<file path="config.mk">
export PLATFORM = sky130hd
export DESIGN_NAME = delimiter_balance_checker_top
export DESIGN_NICKNAME = d
export VERILOG_FILES = /design/src/hw/rtl/dbc_pkg.sv /design/src/hw/rtl/delimiter_balance_checker_top.sv /design/src/hw/rtl/dbc_ram.sv /design/src/hw/rtl/dbc_front.sv /design/src/hw/rtl/dbc_queue.sv /design/src/hw/rtl/dbc_back.sv
export SDC_FILE = /design/constraint.sdc
export NUM_CORES = 1
export LEC_CHECK = 0
export ABC_AREA = 1
export BUFFER_PORTS_ARGS = -buffer_cell sky130_fd_sc_hd__buf_4
export CORE_ASPECT_RATIO = 1.4
export CORE_MARGIN = 2
export CORE_UTILIZATION = 45
export CTS_CLUSTER_SIZE = 16
export DETAILED_ROUTE_END_ITERATION = 16
export PLACE_DENSITY = 0.63
export SLEW_MARGIN = 25
export SYNTH_ARGS = -nofsm -noshare
export SYNTH_HDL_FRONTEND = slang
export SYNTH_SLANG_ARGS = --single-unit
</file>
<file path="constraint.sdc">
create_clock -name clock -period 3.45 [get_ports clock]
set_input_delay 0.69 -clock clock [delete_from_list [all_inputs] [get_ports clock]]
set_output_delay 0.69 -clock clock [all_outputs]
set_load 0.005 [all_outputs]
</file>
<file path="src/hw/rtl/dbc_pkg.sv">
// ----------------------------------------------------------------------------
// dbc_pkg: shared types and constants for the delimiter balance checker
// bracket kinds, status codes, character codes and the queue word layout
// ----------------------------------------------------------------------------
`default_nettype none

package dbc_pkg;

   localparam int CHAR_W = 8;
   localparam int KIND_W = 2;
   localparam int STATUS_W = 3;
   localparam int LINE_W = 16;

   localparam logic [KIND_W-1:0] KIND_NONE    = 2'd0;
   localparam logic [KIND_W-1:0] KIND_PAREN   = 2'd1;
   localparam logic [KIND_W-1:0] KIND_BRACKET = 2'd2;
   localparam logic [KIND_W-1:0] KIND_BRACE   = 2'd3;

   localparam logic [STATUS_W-1:0] STATUS_CLEAN    = 3'd0;
   localparam logic [STATUS_W-1:0] STATUS_MISMATCH = 3'd1;
   localparam logic [STATUS_W-1:0] STATUS_NO_OPEN  = 3'd2;
   localparam logic [STATUS_W-1:0] STATUS_UNCLOSED = 3'd3;
   localparam logic [STATUS_W-1:0] STATUS_TOO_DEEP = 3'd4;

   localparam logic [CHAR_W-1:0] CHAR_NEWLINE  = 8'd10;
   localparam logic [CHAR_W-1:0] CHAR_SLASH    = 8'h2F;
   localparam logic [CHAR_W-1:0] CHAR_STAR     = 8'h2A;
   localparam logic [CHAR_W-1:0] CHAR_LPAREN   = 8'h28;
   localparam logic [CHAR_W-1:0] CHAR_RPAREN   = 8'h29;
   localparam logic [CHAR_W-1:0] CHAR_LBRACKET = 8'h5B;
   localparam logic [CHAR_W-1:0] CHAR_RBRACKET = 8'h5D;
   localparam logic [CHAR_W-1:0] CHAR_LBRACE   = 8'h7B;
   localparam logic [CHAR_W-1:0] CHAR_RBRACE   = 8'h7D;

   localparam logic [LINE_W-1:0] LINE_FIRST = 16'd1;
   localparam logic [LINE_W-1:0] LINE_MAX   = 16'hFFFF;

   localparam int RSP_DATA_W = 24;

   // classified byte handed from front to back
   typedef struct packed {
      logic [KIND_W-1:0] opener;
      logic [KIND_W-1:0] closer;
      logic [LINE_W-1:0] line_pre;   // line of the byte itself
      logic [LINE_W-1:0] line_post;  // line after the byte
      logic              eof;
   } item_type;

   // queue handshake toward the back end
   typedef struct packed {
      logic valid;
      logic ready;
   } queue_status_type;

endpackage

`default_nettype wire

</file>
<file path="src/hw/rtl/delimiter_balance_checker_top.sv">
// an accepted word waits in the queue, and any result word it gives is registered at the output
// throughput: one word per cycle unless a result stalls; the stack engine does one push
// or pop a cycle, top of stack in a register, next entry prefetched from ram
// reset: synchronous, active high; clears the comment flags, the line counter,
// the stack count and the queue; the stack ram is not cleared and needs no sweep
// ----------------------------------------------------------------------------
// delimiter_balance_checker_top: bracket nesting checker for a byte stream
// classifier front end, two-entry queue, stack engine back end
// ----------------------------------------------------------------------------
`default_nettype none

module delimiter_balance_checker_top #(
   parameter int STACK_DEPTH = 64
) (
   input  wire logic        clock,
   input  wire logic        reset,
   // request stream: one source byte per word
   input  wire logic        req_tvalid,
   output logic             req_tready,
   input  wire logic [7:0]  req_tdata,   // [7:0] character
   input  wire logic        req_tlast,   // end_of_file
   // response stream: at most one result word per request word
   output logic             rsp_tvalid,
   input  wire logic        rsp_tready,
   output logic [23:0]      rsp_tdata    // [2:0] status, [4:3] expected_kind,
                                         // [6:5] found_kind, [22:7] line_number,
                                         // [23] zero
);

   logic                       req_accept;
   dbc_pkg::item_type          front_item;
   dbc_pkg::item_type          queue_item;
   dbc_pkg::queue_status_type  queue_status;
   logic                       queue_pop;

   // front end takes a word whenever the queue has room
   assign req_tready = queue_status.ready;
   assign req_accept = req_tvalid && req_tready;

   // comment tracking and line counting
   dbc_front u_front (
      .clock       (clock),
      .reset       (reset),
      .accept      (req_accept),
      .character   (req_tdata),
      .end_of_file (req_tlast),
      .item        (front_item)
   );

   // decouples the front end from result back pressure
   dbc_queue u_queue (
      .clock     (clock),
      .reset     (reset),
      .push      (req_accept),
      .push_item (front_item),
      .pop       (queue_pop),
      .pop_item  (queue_item),
      .status    (queue_status)
   );

   // stack engine drains the queue while the result register has room
   dbc_back #(
      .STACK_DEPTH (STACK_DEPTH)
   ) u_back (
      .clock      (clock),
      .reset      (reset),
      .item_valid (queue_status.valid),
      .item       (queue_item),
      .item_pop   (queue_pop),
      .rsp_tvalid (rsp_tvalid),
      .rsp_tready (rsp_tready),
      .rsp_tdata  (rsp_tdata)
   );

`ifndef SYNTHESIS
   // an accepted word is always waiting in the queue on the next cycle
   assert property (@(posedge clock) disable iff (reset)
      req_accept |=> queue_status.valid)
      else $error("accepted word missing from queue");

   // queue never both empty and full
   assert property (@(posedge clock) disable iff (reset)
      queue_status.valid || queue_status.ready)
      else $error("queue flags inconsistent");

   // no result right after reset
   assert property (@(posedge clock)
      $past(reset) |-> !rsp_tvalid)
      else $error("result after reset");

   // nothing can pop the queue while a result is stalled
   assert property (@(posedge clock) disable iff (reset)
      (rsp_tvalid && !rsp_tready) |-> !queue_pop)
      else $error("queue popped under back pressure");
`endif

endmodule

`default_nettype wire

</file>
<file path="src/hw/rtl/dbc_ram.sv">
// ----------------------------------------------------------------------------
// dbc_ram: generic single-write, single-read ram
// one write port and one read port with registered read data (old data on
// a same-address collision)
// ----------------------------------------------------------------------------
`default_nettype none

module dbc_ram #(
   parameter int WIDTH = 2,
   parameter int DEPTH = 64
) (
   input  wire logic                     clock,
   input  wire logic                     wr_en,
   input  wire logic [$clog2(DEPTH)-1:0] wr_addr,
   input  wire logic [WIDTH-1:0]         wr_data,
   input  wire logic [$clog2(DEPTH)-1:0] rd_addr,
   output logic      [WIDTH-1:0]         rd_data
);

   logic [WIDTH-1:0] mem_ff [DEPTH];
   logic [WIDTH-1:0] rd_data_ff;

   always_ff @(posedge clock) begin
      if (wr_en) begin
         mem_ff[wr_addr] <= wr_data;
      end
      rd_data_ff <= mem_ff[rd_addr];
   end

   assign rd_data = rd_data_ff;

endmodule

`default_nettype wire

</file>
<file path="src/hw/rtl/dbc_front.sv">
// ----------------------------------------------------------------------------
// dbc_front: byte classifier
// tracks comments and the line counter, turns each byte into an opener or
// closer kind tagged with its line
// ----------------------------------------------------------------------------
`default_nettype none

module dbc_front (
   input  wire logic                        clock,
   input  wire logic                        reset,
   input  wire logic                        accept,
   input  wire logic [dbc_pkg::CHAR_W-1:0]  character,
   input  wire logic                        end_of_file,
   output dbc_pkg::item_type                item
);

   logic                        in_line_ff, in_line_in;
   logic                        in_block_ff, in_block_in;
   logic                        prev_slash_ff, prev_slash_in;
   logic                        prev_star_ff, prev_star_in;
   logic [dbc_pkg::LINE_W-1:0]  line_ff, line_in;
   logic [dbc_pkg::KIND_W-1:0]  opener, closer;
   logic [dbc_pkg::LINE_W-1:0]  line_post;

   always_comb begin
      opener        = dbc_pkg::KIND_NONE;
      closer        = dbc_pkg::KIND_NONE;
      in_line_in    = in_line_ff;
      in_block_in   = in_block_ff;
      prev_slash_in = prev_slash_ff;
      prev_star_in  = prev_star_ff;
      if (in_line_ff) begin
         if (character == dbc_pkg::CHAR_NEWLINE) begin
            in_line_in = 1'b0;
         end
      end else if (in_block_ff) begin
         if (prev_star_ff && character == dbc_pkg::CHAR_SLASH) begin
            in_block_in = 1'b0;
         end
         prev_star_in = (character == dbc_pkg::CHAR_STAR);
      end else if (prev_slash_ff && character == dbc_pkg::CHAR_SLASH) begin
         in_line_in    = 1'b1;
         prev_slash_in = 1'b0;
      end else if (prev_slash_ff && character == dbc_pkg::CHAR_STAR) begin
         in_block_in   = 1'b1;
         prev_star_in  = 1'b0;
         prev_slash_in = 1'b0;
      end else begin
         prev_slash_in = (character == dbc_pkg::CHAR_SLASH);
         unique case (character)
            dbc_pkg::CHAR_LPAREN:   opener = dbc_pkg::KIND_PAREN;
            dbc_pkg::CHAR_LBRACKET: opener = dbc_pkg::KIND_BRACKET;
            dbc_pkg::CHAR_LBRACE:   opener = dbc_pkg::KIND_BRACE;
            dbc_pkg::CHAR_RPAREN:   closer = dbc_pkg::KIND_PAREN;
            dbc_pkg::CHAR_RBRACKET: closer = dbc_pkg::KIND_BRACKET;
            dbc_pkg::CHAR_RBRACE:   closer = dbc_pkg::KIND_BRACE;
            default: ;
         endcase
      end

      // saturating line advance
      if (character == dbc_pkg::CHAR_NEWLINE && line_ff != dbc_pkg::LINE_MAX) begin
         line_post = line_ff + dbc_pkg::LINE_W'(1);
      end else begin
         line_post = line_ff;
      end
      line_in = line_post;

      // end of file starts the next file from scratch
      if (end_of_file) begin
         in_line_in    = 1'b0;
         in_block_in   = 1'b0;
         prev_slash_in = 1'b0;
         prev_star_in  = 1'b0;
         line_in       = dbc_pkg::LINE_FIRST;
      end
   end

   always_ff @(posedge clock) begin
      if (reset) begin
         in_line_ff    <= 1'b0;
         in_block_ff   <= 1'b0;
         prev_slash_ff <= 1'b0;
         prev_star_ff  <= 1'b0;
         line_ff       <= dbc_pkg::LINE_FIRST;
      end else if (accept) begin
         in_line_ff    <= in_line_in;
         in_block_ff   <= in_block_in;
         prev_slash_ff <= prev_slash_in;
         prev_star_ff  <= prev_star_in;
         line_ff       <= line_in;
      end
   end

   assign item.opener    = opener;
   assign item.closer    = closer;
   assign item.line_pre  = line_ff;
   assign item.line_post = line_post;
   assign item.eof       = end_of_file;

endmodule

`default_nettype wire

</file>
<file path="src/hw/rtl/dbc_queue.sv">
// ----------------------------------------------------------------------------
// dbc_queue: two-entry queue between classifier and stack engine
// registered full and empty flags, push and pop in the same cycle allowed
// ----------------------------------------------------------------------------
`default_nettype none

module dbc_queue (
   input  wire logic                  clock,
   input  wire logic                  reset,
   input  wire logic                  push,
   input  dbc_pkg::item_type          push_item,
   input  wire logic                  pop,
   output dbc_pkg::item_type          pop_item,
   output dbc_pkg::queue_status_type  status
);

   dbc_pkg::item_type entry_ff [2];
   logic       wr_ptr_ff, wr_ptr_in;
   logic       rd_ptr_ff, rd_ptr_in;
   logic [1:0] count_ff, count_in;

   always_comb begin
      wr_ptr_in = push ? ~wr_ptr_ff : wr_ptr_ff;
      rd_ptr_in = pop ? ~rd_ptr_ff : rd_ptr_ff;
      count_in  = count_ff;
      if (push && !pop) begin
         count_in = count_ff + 2'd1;
      end else if (pop && !push) begin
         count_in = count_ff - 2'd1;
      end
   end

   always_ff @(posedge clock) begin
      if (reset) begin
         wr_ptr_ff <= 1'b0;
         rd_ptr_ff <= 1'b0;
         count_ff  <= 2'd0;
      end else begin
         wr_ptr_ff <= wr_ptr_in;
         rd_ptr_ff <= rd_ptr_in;
         count_ff  <= count_in;
      end
   end

   always_ff @(posedge clock) begin
      if (push) begin
         entry_ff[wr_ptr_ff] <= push_item;
      end
   end

   assign pop_item     = entry_ff[rd_ptr_ff];
   assign status.valid = (count_ff != 2'd0);
   assign status.ready = (count_ff != 2'd2);

endmodule

`default_nettype wire

</file>
<file path="src/hw/rtl/dbc_back.sv">
// ----------------------------------------------------------------------------
// dbc_back: stack engine and result register
// top of stack in a register, lower entries in ram with a prefetched
// second entry, first-error tracking and the final end-of-file check
// ----------------------------------------------------------------------------
`default_nettype none

module dbc_back #(
   parameter int STACK_DEPTH = 64
) (
   input  wire logic                             clock,
   input  wire logic                             reset,
   input  wire logic                             item_valid,
   input  dbc_pkg::item_type                     item,
   output logic                                  item_pop,
   output logic                                  rsp_tvalid,
   input  wire logic                             rsp_tready,
   output logic [dbc_pkg::RSP_DATA_W-1:0]        rsp_tdata
);

   localparam int AW = $clog2(STACK_DEPTH);
   localparam int CW = $clog2(STACK_DEPTH + 1);
   localparam logic [CW-1:0] FULL_COUNT = CW'(STACK_DEPTH);

   logic [CW-1:0]              count_ff, count_in;
   logic [dbc_pkg::KIND_W-1:0] top_ff, top_in;
   logic                       err_ff, err_in;
   logic                       byp_ff;
   logic [dbc_pkg::KIND_W-1:0] byp_data_ff;
   logic                       rsp_valid_ff, rsp_valid_in;
   logic [dbc_pkg::RSP_DATA_W-1:0] rsp_data_ff, rsp_data_in;

   logic                       fire;
   logic                       wr_en;
   logic [AW-1:0]              wr_addr;
   logic [AW-1:0]              rd_addr;
   logic [dbc_pkg::KIND_W-1:0] rd_data;
   logic [dbc_pkg::KIND_W-1:0] below;
   logic [CW-1:0]              count_sub;
   logic                       hit;
   logic                       produce;
   logic [dbc_pkg::STATUS_W-1:0] status;
   logic [dbc_pkg::KIND_W-1:0] expected;
   logic [dbc_pkg::KIND_W-1:0] found;
   logic [dbc_pkg::LINE_W-1:0] line;

   assign fire     = item_valid && (!rsp_valid_ff || rsp_tready);
   assign item_pop = fire;
   assign below    = byp_ff ? byp_data_ff : rd_data;

   always_comb begin
      count_in = count_ff;
      top_in   = top_ff;
      err_in   = err_ff;
      wr_en    = 1'b0;
      hit      = 1'b0;
      produce  = 1'b0;
      status   = dbc_pkg::STATUS_CLEAN;
      expected = dbc_pkg::KIND_NONE;
      found    = dbc_pkg::KIND_NONE;
      line     = '0;
      if (fire) begin
         if (!err_ff) begin
            if (item.opener != dbc_pkg::KIND_NONE) begin
               if (count_ff == FULL_COUNT) begin
                  hit      = 1'b1;
                  status   = dbc_pkg::STATUS_TOO_DEEP;
                  expected = top_ff;
                  line     = item.line_pre;
               end else begin
                  wr_en    = (count_ff != '0);
                  top_in   = item.opener;
                  count_in = count_ff + CW'(1);
               end
            end else if (item.closer != dbc_pkg::KIND_NONE) begin
               if (count_ff == '0) begin
                  hit    = 1'b1;
                  status = dbc_pkg::STATUS_NO_OPEN;
                  found  = item.closer;
                  line   = item.line_pre;
               end else if (top_ff == item.closer) begin
                  top_in   = below;
                  count_in = count_ff - CW'(1);
               end else begin
                  hit      = 1'b1;
                  status   = dbc_pkg::STATUS_MISMATCH;
                  expected = top_ff;
                  found    = item.closer;
                  line     = item.line_pre;
               end
            end
            produce = hit;
            err_in  = hit;
            // final check when the last byte raised no error
            if (item.eof && !hit) begin
               produce = 1'b1;
               if (count_in != '0) begin
                  status   = dbc_pkg::STATUS_UNCLOSED;
                  expected = top_in;
                  line     = item.line_post;
               end
            end
         end
         if (item.eof) begin
            count_in = '0;
            err_in   = 1'b0;
         end
      end
   end

   // keep the entry just below the top prefetched for the next pop
   assign count_sub = count_in - CW'(2);
   assign rd_addr   = (count_in >= CW'(2)) ? count_sub[AW-1:0] : '0;
   // on a push the old top lands in its own slot, one below the new top
   assign wr_addr   = AW'(count_ff - CW'(1));

   dbc_ram #(
      .WIDTH (dbc_pkg::KIND_W),
      .DEPTH (STACK_DEPTH)
   ) u_stack_ram (
      .clock   (clock),
      .wr_en   (wr_en),
      .wr_addr (wr_addr),
      .wr_data (top_ff),
      .rd_addr (rd_addr),
      .rd_data (rd_data)
   );

   always_comb begin
      rsp_valid_in = rsp_valid_ff && !rsp_tready;
      rsp_data_in  = rsp_data_ff;
      if (produce) begin
         rsp_valid_in = 1'b1;
         rsp_data_in  = {1'b0, line, found, expected, status};
      end
   end

   always_ff @(posedge clock) begin
      if (reset) begin
         count_ff     <= '0;
         err_ff       <= 1'b0;
         byp_ff       <= 1'b0;
         rsp_valid_ff <= 1'b0;
      end else begin
         count_ff     <= count_in;
         err_ff       <= err_in;
         byp_ff       <= wr_en;
         rsp_valid_ff <= rsp_valid_in;
      end
   end

   always_ff @(posedge clock) begin
      top_ff      <= top_in;
      byp_data_ff <= top_ff;
      rsp_data_ff <= rsp_data_in;
   end

   assign rsp_tvalid = rsp_valid_ff;
   assign rsp_tdata  = rsp_data_ff;

endmodule

`default_nettype wire

</file>
## Word-level counts from Yosys, hierarchy flattened

Memories as Yosys holds them, arrays and structs flattened. A register that Yosys moved wholly into a read port is not among the register bits.
Cells that the tools add are included.
Widths: inputs -> output; s select.

| cells by class | value |
|---|---|
| add/subtract/negate cells | 6 |
| magnitude comparators | 1 |
| eq/ne operators | 16 |
| mux-type cells | 98 |
| bitwise operators | 5 |
| reduce and logical (&&, ||, !) cells | 30 |

Operators by type and width:

| cell | count |
|---|---|
| $mux 16 | 9 |
| $mux 7 | 10 |
| $mux 2 | 25 |
| $mux 1 | 45 |
| $eq 8x6->1 const B | 4 |
| $eq 8x7->1 const B | 4 |
| $mux 3 | 6 |
| $add 16x1->16 const B | 1 |
| $ne 16x16->1 const B | 1 |
| $reduce_bool 7->1 | 2 |
| $pmux 2 s3 | 2 |
| $logic_and 1x1->1 | 10 |
| $eq 8x4->1 const B | 1 |
| $reduce_bool 2->1 | 4 |
| $add 7x1->7 const B | 1 |
| $eq 7x7->1 const B | 1 |
| $ge 7x2->1 const B | 1 |
| $logic_not 7->1 | 1 |
| $sub 7x1->7 const B | 1 |
| $mux 6 | 1 |
| $ne 2x2->1 const B | 3 |
| $sub 6x2->6 const B | 1 |
| $logic_not 1->1 | 5 |
| $not 1->1 | 5 |
| other kinds (11) | 12 |

| word-level totals | value |
|---|---|
| register bits | 61 |
| memory bits (writable) | 202 |
| bits of input ports | 13 |
| output and inout port bits | 26 |
| word-level logic and storage cells | 174 |
| memories kept | 2 |

Memory list:

| name | depth | width | rd ports | clocked after Yosys merged registers in | write ports | line | RTL |
|---|---|---|---|---|---|---|---|
| u_back.u_stack_ram.mem_ff | 64 | 2 | 1 | 1 | 1 | dbc_ram.sv:20 | `logic [WIDTH-1:0] mem_ff [DEPTH];` |
| u_queue.entry_ff | 2 | 37 | 1 | 1 | 1 | dbc_queue.sv:17 | `dbc_pkg::item_type entry_ff [2];` |

## Logic depth before layout (Yosys ltp)

Gate-level depths: netlist (run 1).

| depth | value |
|---|---|
| depth after elaboration | 13 |
| mapped depth | 30 |
| gate-level depth less buffers | 29 |

## By module

A second synthesis (run 1) with hierarchy kept.

| unflattened totals | value |
|---|---|
| cell total of the unflattened synthesis | 1276 |
| area total of the unflattened synthesis | 12690.9 µm² |

Modules (own cells, without submodules):

| module | instances | cells each | area each (µm²) | sequential area each (µm²) |
|---|---|---|---|---|
| dbc_ram | 1 | 520 | 5614.1 | 3883.7 |
| dbc_queue | 1 | 148 | 3049.2 | 2322.2 |
| dbc_back | 1 | 335 | 2419.8 | 991.0 |
| dbc_front | 1 | 271 | 1600.3 | 400.4 |
| delimiter_balance_checker_top | 1 | 2 | 7.5 | 0.0 |

## Least setup slack after synthesis (run 1)

No wires, ideal clock.

| path | value |
|---|---|
| path kind | reg-to-reg |
| start point | register u_back.top_ff[1] (netlist name) |
| end point | register u_back.u_stack_ram.rd_data_ff[0] (netlist: u_back.u_stack_ram.rd_data[0]), read port of u_back.u_stack_ram.mem_ff |
| setup time | 0.113 ns |
| arrival time | 3.711 ns |
| data required time | 3.337 ns |
| setup slack | -0.374 ns |
| stages on the path, launching flop included | 29 |
| path buffers | 2 |
| period minus slack after synthesis | 3.824 ns |
| path through | edfxtp_1 inv_1 nand3_1 nand2_2 nand2_2 nor2_4 nand3_1 nand3_1 nand2_1 nand2_1 nand2_1 a21oi_2 inv_2 clkbuf_1 ha_1 inv_1 nor2_4 nand2_1 nor2_2 nand2_4 inv_2 nor2_8 inv_4 buf_6 nand3_1 nand3_1 nand3_1 nand3_1 nand2_1 |

| between the ends | value |
|---|---|
| cells in the longest elaborated chain, start to end | 12 |
| elaborated cells between the ends (all ways) | 13 |
| those cells by class | add/sub (1); order compare (1); eq/ne (1); mux (10) |

RTL lines:

| element | line | RTL |
|---|---|---|
| from (decl) | dbc_back.sv:26 | `logic [dbc_pkg::KIND_W-1:0] top_ff, top_in;` |
| from (signal assigned) | dbc_back.sv:153 | `top_ff <= top_in;` |
| $eq 2x2->1 (*) | dbc_back.sv:81 | `end else if (top_ff == item.closer) begin` |
| $mux 7 (*) | dbc_back.sv:81 |  |
| $mux 7 (*) | dbc_back.sv:76 | `if (count_ff == '0) begin` |
| $mux 7 (*) | dbc_back.sv:75 | `end else if (item.closer != dbc_pkg::KIND_NONE) begin` |
| $mux 7 (*) | dbc_back.sv:64 | `if (item.opener != dbc_pkg::KIND_NONE) begin` |
| $mux 7 (*) | dbc_back.sv:63 | `if (!err_ff) begin` |
| $mux 7 (*) | dbc_back.sv:62 | `if (fire) begin` |
| $mux 7 (*) | dbc_back.sv:63 |  |
| $mux 7 (*) | dbc_back.sv:104 | `if (item.eof) begin` |
| $mux 7 (*) | dbc_back.sv:62 |  |
| $sub 6x2->6 or $ge 7x2->1 (tied branches) | dbc_back.sv:112, dbc_back.sv:113 |  |
| $mux 6 (*) | dbc_back.sv:113 | `assign rd_addr = (count_in >= CW'(2)) ? count_sub[AW-1:0] : '0;` |
| to (decl) | dbc_ram.sv:21 | `logic [WIDTH-1:0] rd_data_ff;` |

Every way passes the cells marked *; elsewhere a longest branch is shown, timed or not. The select of a mux whose other input is x is not followed.
A chain may end at the register's enable or synchronous reset.

## Worst setup path in the final report (run 1)

| path | value |
|---|---|
| start point | register u_back.count_ff[4] |
| end point | register u_back.u_stack_ram.rd_data_ff[0] (netlist: u_back.u_stack_ram.rd_data[0]), read port of u_back.u_stack_ram.mem_ff |

| between the ends | value |
|---|---|
| cells in the longest elaborated chain, start to end | 12 |
| elaborated cells between the ends (all ways) | 17 |
| those cells by class | add/sub (3); order compare (1); eq/ne (1); mux (11); reduce/logical (1) |

RTL lines:

| element | line | RTL |
|---|---|---|
| from (decl) | dbc_back.sv:25 | `logic [CW-1:0] count_ff, count_in;` |
| from (signal assigned) | dbc_back.sv:145 | `count_ff <= count_in;` |
| $sub 7x1->7 | dbc_back.sv:83 | `count_in = count_ff - CW'(1);` |
| $mux 7 | dbc_back.sv:81 |  |
| $mux 7 | dbc_back.sv:76 |  |
| $mux 7 | dbc_back.sv:75 |  |
| $mux 7 | dbc_back.sv:64 |  |
| $mux 7 | dbc_back.sv:63 |  |
| $mux 7 | dbc_back.sv:62 |  |
| $mux 7 | dbc_back.sv:63 |  |
| $mux 7 | dbc_back.sv:104 |  |
| $mux 7 (*) | dbc_back.sv:62 |  |
| $sub 6x2->6 or $ge 7x2->1 (tied branches) | dbc_back.sv:112, dbc_back.sv:113 |  |
| $mux 6 (*) | dbc_back.sv:113 |  |

Marked as above.

==> results of run 1 <==
cells in the mapped netlist (all sizes together):
| cell type | number |
|---|---|
| nand4 | 10 |
| clkbuf | 18 |
| edfxtp | 227 |
| a21oi | 34 |
| buf | 30 |
| o211ai | 33 |
| nor3b | 1 |
| and2 | 1 |
| ha | 5 |
| clkinv | 1 |
| nand2 | 197 |
| nor2 | 165 |
| a211oi | 5 |
| a31oi | 6 |
| nand3 | 144 |
| nor3 | 8 |
| nand3b | 34 |
| xnor2 | 7 |
| or2 | 1 |
| o21bai | 10 |
| xor2 | 17 |
| conb | 1 |
| nor4 | 5 |
| o21ai | 34 |
| mux2i | 16 |
| o32ai | 16 |
| dfxtp | 39 |
| a21boi | 1 |
| inv | 143 |
| o311ai | 1 |
sequential cells by signal, summed over array words and instances (netlist names), 2 cells and up, named ones only:
name / flops
u_back.rsp_tdata: 23
u_back.count_ff: 7
u_queue.count_ff: 2
u_queue.entry_ff: 74
u_back.u_stack_ram.rd_data: 2
u_back.top_ff: 2
u_back.byp_data_ff: 2
u_front.line_ff: 16
u_back.u_stack_ram.mem_ff: 128
worst register-to-register path: stages, from the launching register on:
cell and delay [ps]:
dfxtp_1 390, nor2_2 200, nand4_1 260, nand4_1 220, nand2_1 60, nand3_1 90
nand2_2 80, nand2_1 60, nand2_1 60, a21oi_2 190, inv_2 70, ha_4 170
inv_2 60, nor2_4 40, nand2_1 60, nor2_2 50, nand2_4 120, inv_2 90
nor2_8 240, buf_8 170, nand3_1 90, nand3_1 110, nand3_1 90, nand3_1 90
nand2_1 50
worst max path at each step:
stage / start / to / slack [ps] / cells after the start
floorplan: u_back.top_ff[1] / u_back.u_stack_ram.rd_data[0] / -230 / 26
global placement: flop / u_back.u_stack_ram.rd_data[0] / 120 / 28
detailed placement: flop / u_back.u_stack_ram.rd_data[1] / 90 / 28
CTS: flop / u_back.u_stack_ram.rd_data[0] / 80 / 28
global route: flop / u_back.u_stack_ram.rd_data[1] / -9 / 30
finish: u_back.count_ff[4] / u_back.u_stack_ram.rd_data[0] / 220 / 24
layout make-up:
class | count | area share, %
Sequential cell | 266 | 53.0
Multi-Input combinational cell | 752 | 27.9
Timing Repair Buffer | 84 | 5.16
Tap cell | 365 | 3.18
Clock inverter | 20 | 2.22
Inverter | 144 | 3.82
Clock buffer | 29 | 4.76
timing repair:
action,in CTS,in global routing
endpoints found under the setup margin,0,2
gates resized for setup,0,16
setup buffers,0,5
metrics by stage:
stage | instance area [sq um] | hold WS [ps]
floorplan | 12400 | 426
global placement | 13200 | 434
detailed placement | 13200 | 447
CTS | 14200 | 389
global route | 14300 | 401
finish | 14300 | 407
per-layer routing:
| metal | up-vias | part of all wire [%] | global-route usage, % |
|---|---|---|---|
| met5 | - | 0 | 0 |
| met4 | 0 | 4.5 | 9.62 |
| met3 | 77 | 4.1 | 2.78 |
| met2 | 224 | 53 | 38.5 |
| met1 | 4201 | 39 | 23.5 |
| li1 | 4313 | - | - |
cell families after synthesis:
family / Yosys count / share of synthesized area [%]
AO/OA/AOI/OAI: 140 / 7.48
other: 1 / 0.0305
XOR/XNOR: 24 / 1.71
multiplexers: 16 / 1.30
flip-flops: 266 / 61.7
AND/OR/NAND/NOR: 566 / 20.8
adder cells (fa/ha/maj): 5 / 0.508
buffers and inverters: 192 / 6.39
==> impl_metrics.py, run 1 <==
metrics = {
    "status": {
        "status": "complete, no violations",
    },
    "final_layout": {
        "mostFrequentLayoutCell": "edfxtp_1",
        "final_cells": 1660,
        "drive_gt1_share_pct": 13.4,
        "syn_to_final_growth_pct": 16.5,
        "mostFrequentLayoutCells": "227 x edfxtp_1, 186 x nand2_1, 155 x nor2_1",
        "fill_cells": 2435,
        "finalCoreUtilization_pct": 53.3,
        "regArea_sq_mm": 0.00760,
        "nets": 1293,
        "multi_input_area_sq_mm": 0.00400,
        "num_antenna_cells": 0,
    },
    "die": {
        "rows": 71,
        "die_h_um": 200,
        "design.core.area_sq_mm": 0.0269,
        "die_area_sq_mm": 0.0287,
        "start_util_pct": 45.7,
        "die_w_um": 144,
        "io_pins": 39,
    },
    "critical_path": {
        "criticalPathCategory": "flop to flop",
        "cpLargestDelayFamily": "simple AND/OR/NAND/NOR gates",
        "cp_slowest_stage_delay_ps": 390,
        "reg2regPathDepth": 24,
        "rr_startpoint": "u_back.count_ff[4]",
        "timing.critical_path.buf_inv": 4,
        "reg2reg_to": "u_back.u_stack_ram.rd_data[0]",
        "cp.arrival_ps": 3660,
        "critical_path_required_ps": 3880,
        "path_max_fanout": 8,
        "cp_slowest_cell": "dfxtp_1",
        "rrSetupSlack_ps": 220,
        "critPathCaptureType": "flop",
        "cp_cell_sequence": "nor2_2 -> nand4_1 -> nand4_1 -> nand2_1 -> nand3_1 -> nand2_2 -> nand2_1 -> nand2_1 -> a21oi_2 -> inv_2 -> ha_4 -> inv_2 -> nor2_4 -> nand2_1 -> nor2_2 -> nand2_4 -> inv_2 -> nor2_8 -> buf_8 -> nand3_1 -> nand3_1 -> nand3_1 -> nand3_1 -> nand2_1",
        "start_kind": "flop",
    },
    "grt": {
        "grt_first_pass_wirelength_um": 46200,
        "grt_usage_pct": 20.8,
        "grt_pass1_vias": 8893,
        "antenna_found_initial": 0,
        "overflow": 0,
        "grt_max_degree": 68,
    },
    "sta": {
        "tns_ps": 0,
        "slew_viol_final": 0,
        "worst_slack_ps": 223,
        "min_period_over_period_pct": 93.5,
        "maxSlewHeadroom_pct": 52.3,
        "finClkSkew_ps": 15.7,
        "finalHoldViolations": 0,
        "fmax_mhz": 310,
        "worstMarginPinSlew_ps": 716,
        "finalSetupViolations": 0,
        "fin_crit_ps": 3230,
    },
    "logic_synthesis": {
        "synth_area_sq_mm": 0.0123,
        "syn-num-nets": 1228,
        "synth_top_area_share_pct": 55.4,
        "synth.area.top_cells": "edfxtp_1 55%, dfxtp_1 6.3%, nand3_1 5.8%, nand2_1 5.7%, nor2_1 4.8%",
        "yosysUniqueCellTypes": 45,
        "synth_seq_area_share_pct": 61.7,
        "yosys.area.top_type": "edfxtp_1",
        "avgSynthCellArea_sq_um": 10.2,
        "synth-seq-cells": 266,
        "ys.warnings.count": 0,
        "synthCells": 1210,
    },
    "cts": {
        "ctsLongestPathBuffers": 3,
        "cts_sinks": 266,
        "clk_latency_ps": 530,
        "holdBufCountCts": 0,
        "cts.htree.levels": 1,
        "numCtsBuffers": 27,
        "cts_root_buffer": "clkbuf_16",
        "cts_tree": "yes",
        "clkTransAtPathRegs_ps": 60,
    },
    "placed_design": {
        "dp_cells": 1604,
        "place_hpwl_um": 19000,
        "dp_slack_ps": 92.3,
        "port_buffers": 37,
        "routabilityCongestion": 0.949,
    },
    "route": {
        "wl_per_cell_um": 17.6,
        "first_pass_iters": 6,
        "initialDrtViolationCount": 596,
        "vias": 8815,
        "drc": 0,
        "wirelength_um": 29300,
        "ant_nets": 0,
        "via_per_inst": 5.31,
    },
    "min_path": {
        "worstHoldStart": "req_tlast",
        "hold_depth": 1,
        "min_path_type": "primary input to flop",
        "whs_endpoint": "u_queue.entry_ff[0][0]",
    },
    "flow_run": {
        "maxCapViolations": 0,
    },
}
Power of run 1 is not shown: default switching activity piles up to over one toggle a cycle in this logic, so the estimate is an artifact.
==> inputs of run 2 (changes only) <==
==> constraint.sdc (replaced) <==
create_clock -name clock -period 3.45 [get_ports clock]
set_input_delay 0.345 -clock clock [delete_from_list [all_inputs] [get_ports clock]]
set_output_delay 0.345 -clock clock [all_outputs]
set_load 0.005 [all_outputs]
==> run 2 against run 1 <==
Critical path depth is 2 higher; critical endpoint unchanged; critical path type unchanged; hold slack worse by 340 ps; core utilization is 0.92 points higher; cell count is 0.96% higher.
==> impl_metrics.py, run 2 (synthesis results as in run 1) <==
metrics = {
    "final_layout": {
        "syn_to_final_growth_pct": 18.6,
        "num_antenna_cells": 0,
        "final_area_sq_mm": 0.0146,
        "largest_register": "u_back.u_stack_ram.mem_ff",
        "mostFrequentLayoutCells": "227 x edfxtp_1, 181 x nand2_1, 154 x nor2_1",
        "drive_gt1_share_pct": 15.2,
        "finalCoreUtilization_pct": 54.2,
        "largest_reg_flops": 128,
        "nets": 1309,
        "mostFrequentLayoutCell": "edfxtp_1",
    },
    "critical_path": {
        "critical_path_required_ps": 3890,
        "cp_slowest_cell": "dfxtp_1",
        "criticalPathCategory": "flop to flop",
        "reg2regPathDepth": 26,
        "cp_slowest_stage_delay_ps": 340,
        "reg2reg_to": "u_back.u_stack_ram.rd_data[0]",
        "setup.worst_path.end": "u_back.u_stack_ram.rd_data[0]",
        "critPathCaptureType": "flop",
        "worstSetupStartpoint": "u_back.count_ff[0]",
        "path_max_fanout": 7,
        "start_kind": "flop",
        "rrSetupSlack_ps": 250,
        "rr_startpoint": "u_back.count_ff[0]",
        "path_common_cell": "nand3_1",
        "cp.arrival_ps": 3640,
    },
    "grt": {
        "grt_max_degree": 77,
        "antenna_found_initial": 0,
        "grt_usage_pct": 20.7,
        "overflow": 0,
        "grt_pass1_vias": 8926,
        "grt_first_pass_wirelength_um": 46300,
    },
    "cts": {
        "cts.htree.levels": 1,
        "cts_sinks": 266,
        "ctsLongestPathBuffers": 3,
        "clkTransAtPathRegs_ps": 60,
        "cts_tree": "yes",
        "clk_latency_ps": 540,
        "numCtsBuffers": 27,
        "cts_root_buffer": "clkbuf_16",
        "holdBufCountCts": 0,
    },
    "route": {
        "wirelength_um": 30400,
        "via_per_inst": 5.36,
        "vias": 8988,
        "first_pass_iters": 5,
        "ant_nets": 0,
        "drc": 0,
        "initialDrtViolationCount": 524,
        "wl_per_cell_um": 18.1,
    },
    "sta": {
        "finalSetupViolations": 0,
        "fmax_mhz": 313,
        "fin_crit_ps": 3200,
        "finalHoldViolations": 0,
        "maxSlewHeadroom_pct": 52.9,
        "worstMarginPinSlew_ps": 706,
        "slew_viol_final": 0,
        "min_period_over_period_pct": 92.7,
        "finClkSkew_ps": 11.0,
        "tns_ps": 0,
    },
    "die": {
        "design.core.area_sq_mm": 0.0269,
        "die_w_um": 144,
        "die_h_um": 200,
        "io_pins": 39,
        "start_util_pct": 45.7,
        "die_area_sq_mm": 0.0287,
        "rows": 71,
    },
    "placed_design": {
        "placed_area_sq_mm": 0.0132,
        "routabilityCongestion": 0.921,
        "port_buffers": 37,
        "place_hpwl_um": 19300,
    },
    "flow_run": {
        "maxCapViolations": 0,
    },
    "min_path": {
        "min_path_type": "primary input to flop",
    },
    "status": {
        "status": "complete, no violations",
    },
}
[run 2: layer usage]
| layer | GRT usage, % | share of wire, % | routed length (um) | up-vias |
|---|---|---|---|---|
| met3 | 2.42 | 4.1 | 1240 | 77 |
| met4 | 9.51 | 4.1 | 1250 | 0 |
| met2 | 38.3 | 53 | 16100 | 229 |
| met5 | 0 | 0 | 0 | - |
| li1 | - | - | - | 4342 |
| met1 | 23.6 | 39 | 11800 | 4340 |
[run 2: worst min path at each step]
stage	start	endpoint	depth (start not counted)
3_5_place_dp	u_queue.rd_ptr_ff	flop	1
2_1_floorplan	u_queue.rd_ptr_ff	flop	1
6_report	req_tlast	u_queue.entry_ff[1][0]	1
4_1_cts	req_tlast	u_queue.entry_ff[1][0]	1
3_3_place_gp	u_queue.rd_ptr_ff	flop	1
5_1_grt	req_tlast	u_queue.entry_ff[0][0]	1
[run 2: stage by stage]
step | cells | setup slack, ps | hold WS (ps)
after floorplan | 1210 | -228 | 426
after global placement | 1605 | 92.4 | 426
after detailed placement | 1606 | 60.1 | 436
after CTS | 1655 | 39.6 | 42.2
after global routing | 1676 | -9.42 | 52.8
final | 1676 | 251 | 64.1
[run 2: layout make-up]
cell class | count | area (sq um)
Fill cell | 2385 | 12300
Sequential cell | 266 | 7600
Multi-Input combinational cell | 754 | 4110
Timing Repair Buffer | 98 | 952
Clock buffer | 35 | 706
Inverter | 144 | 548
Tap cell | 365 | 457
Clock inverter | 14 | 219
[run 2: critical path, delay by kind of cell (launching register included)]
kind	cells	cell delay (ps)
buffers and inverters	5	470
adder cells (fa/ha/maj)	2	330
AO/OA/AOI/OAI	2	360
AND/OR/NAND/NOR	17	1560
flip-flops	1	340
[run 2: what timing repair did]
action / 4_1_cts / 5_1_grt
gates resized for setup: 0 / 37
setup endpoints to repair: 0 / 2
buffers inserted: 0 / 10
Power of run 2 is left out for the same reason.
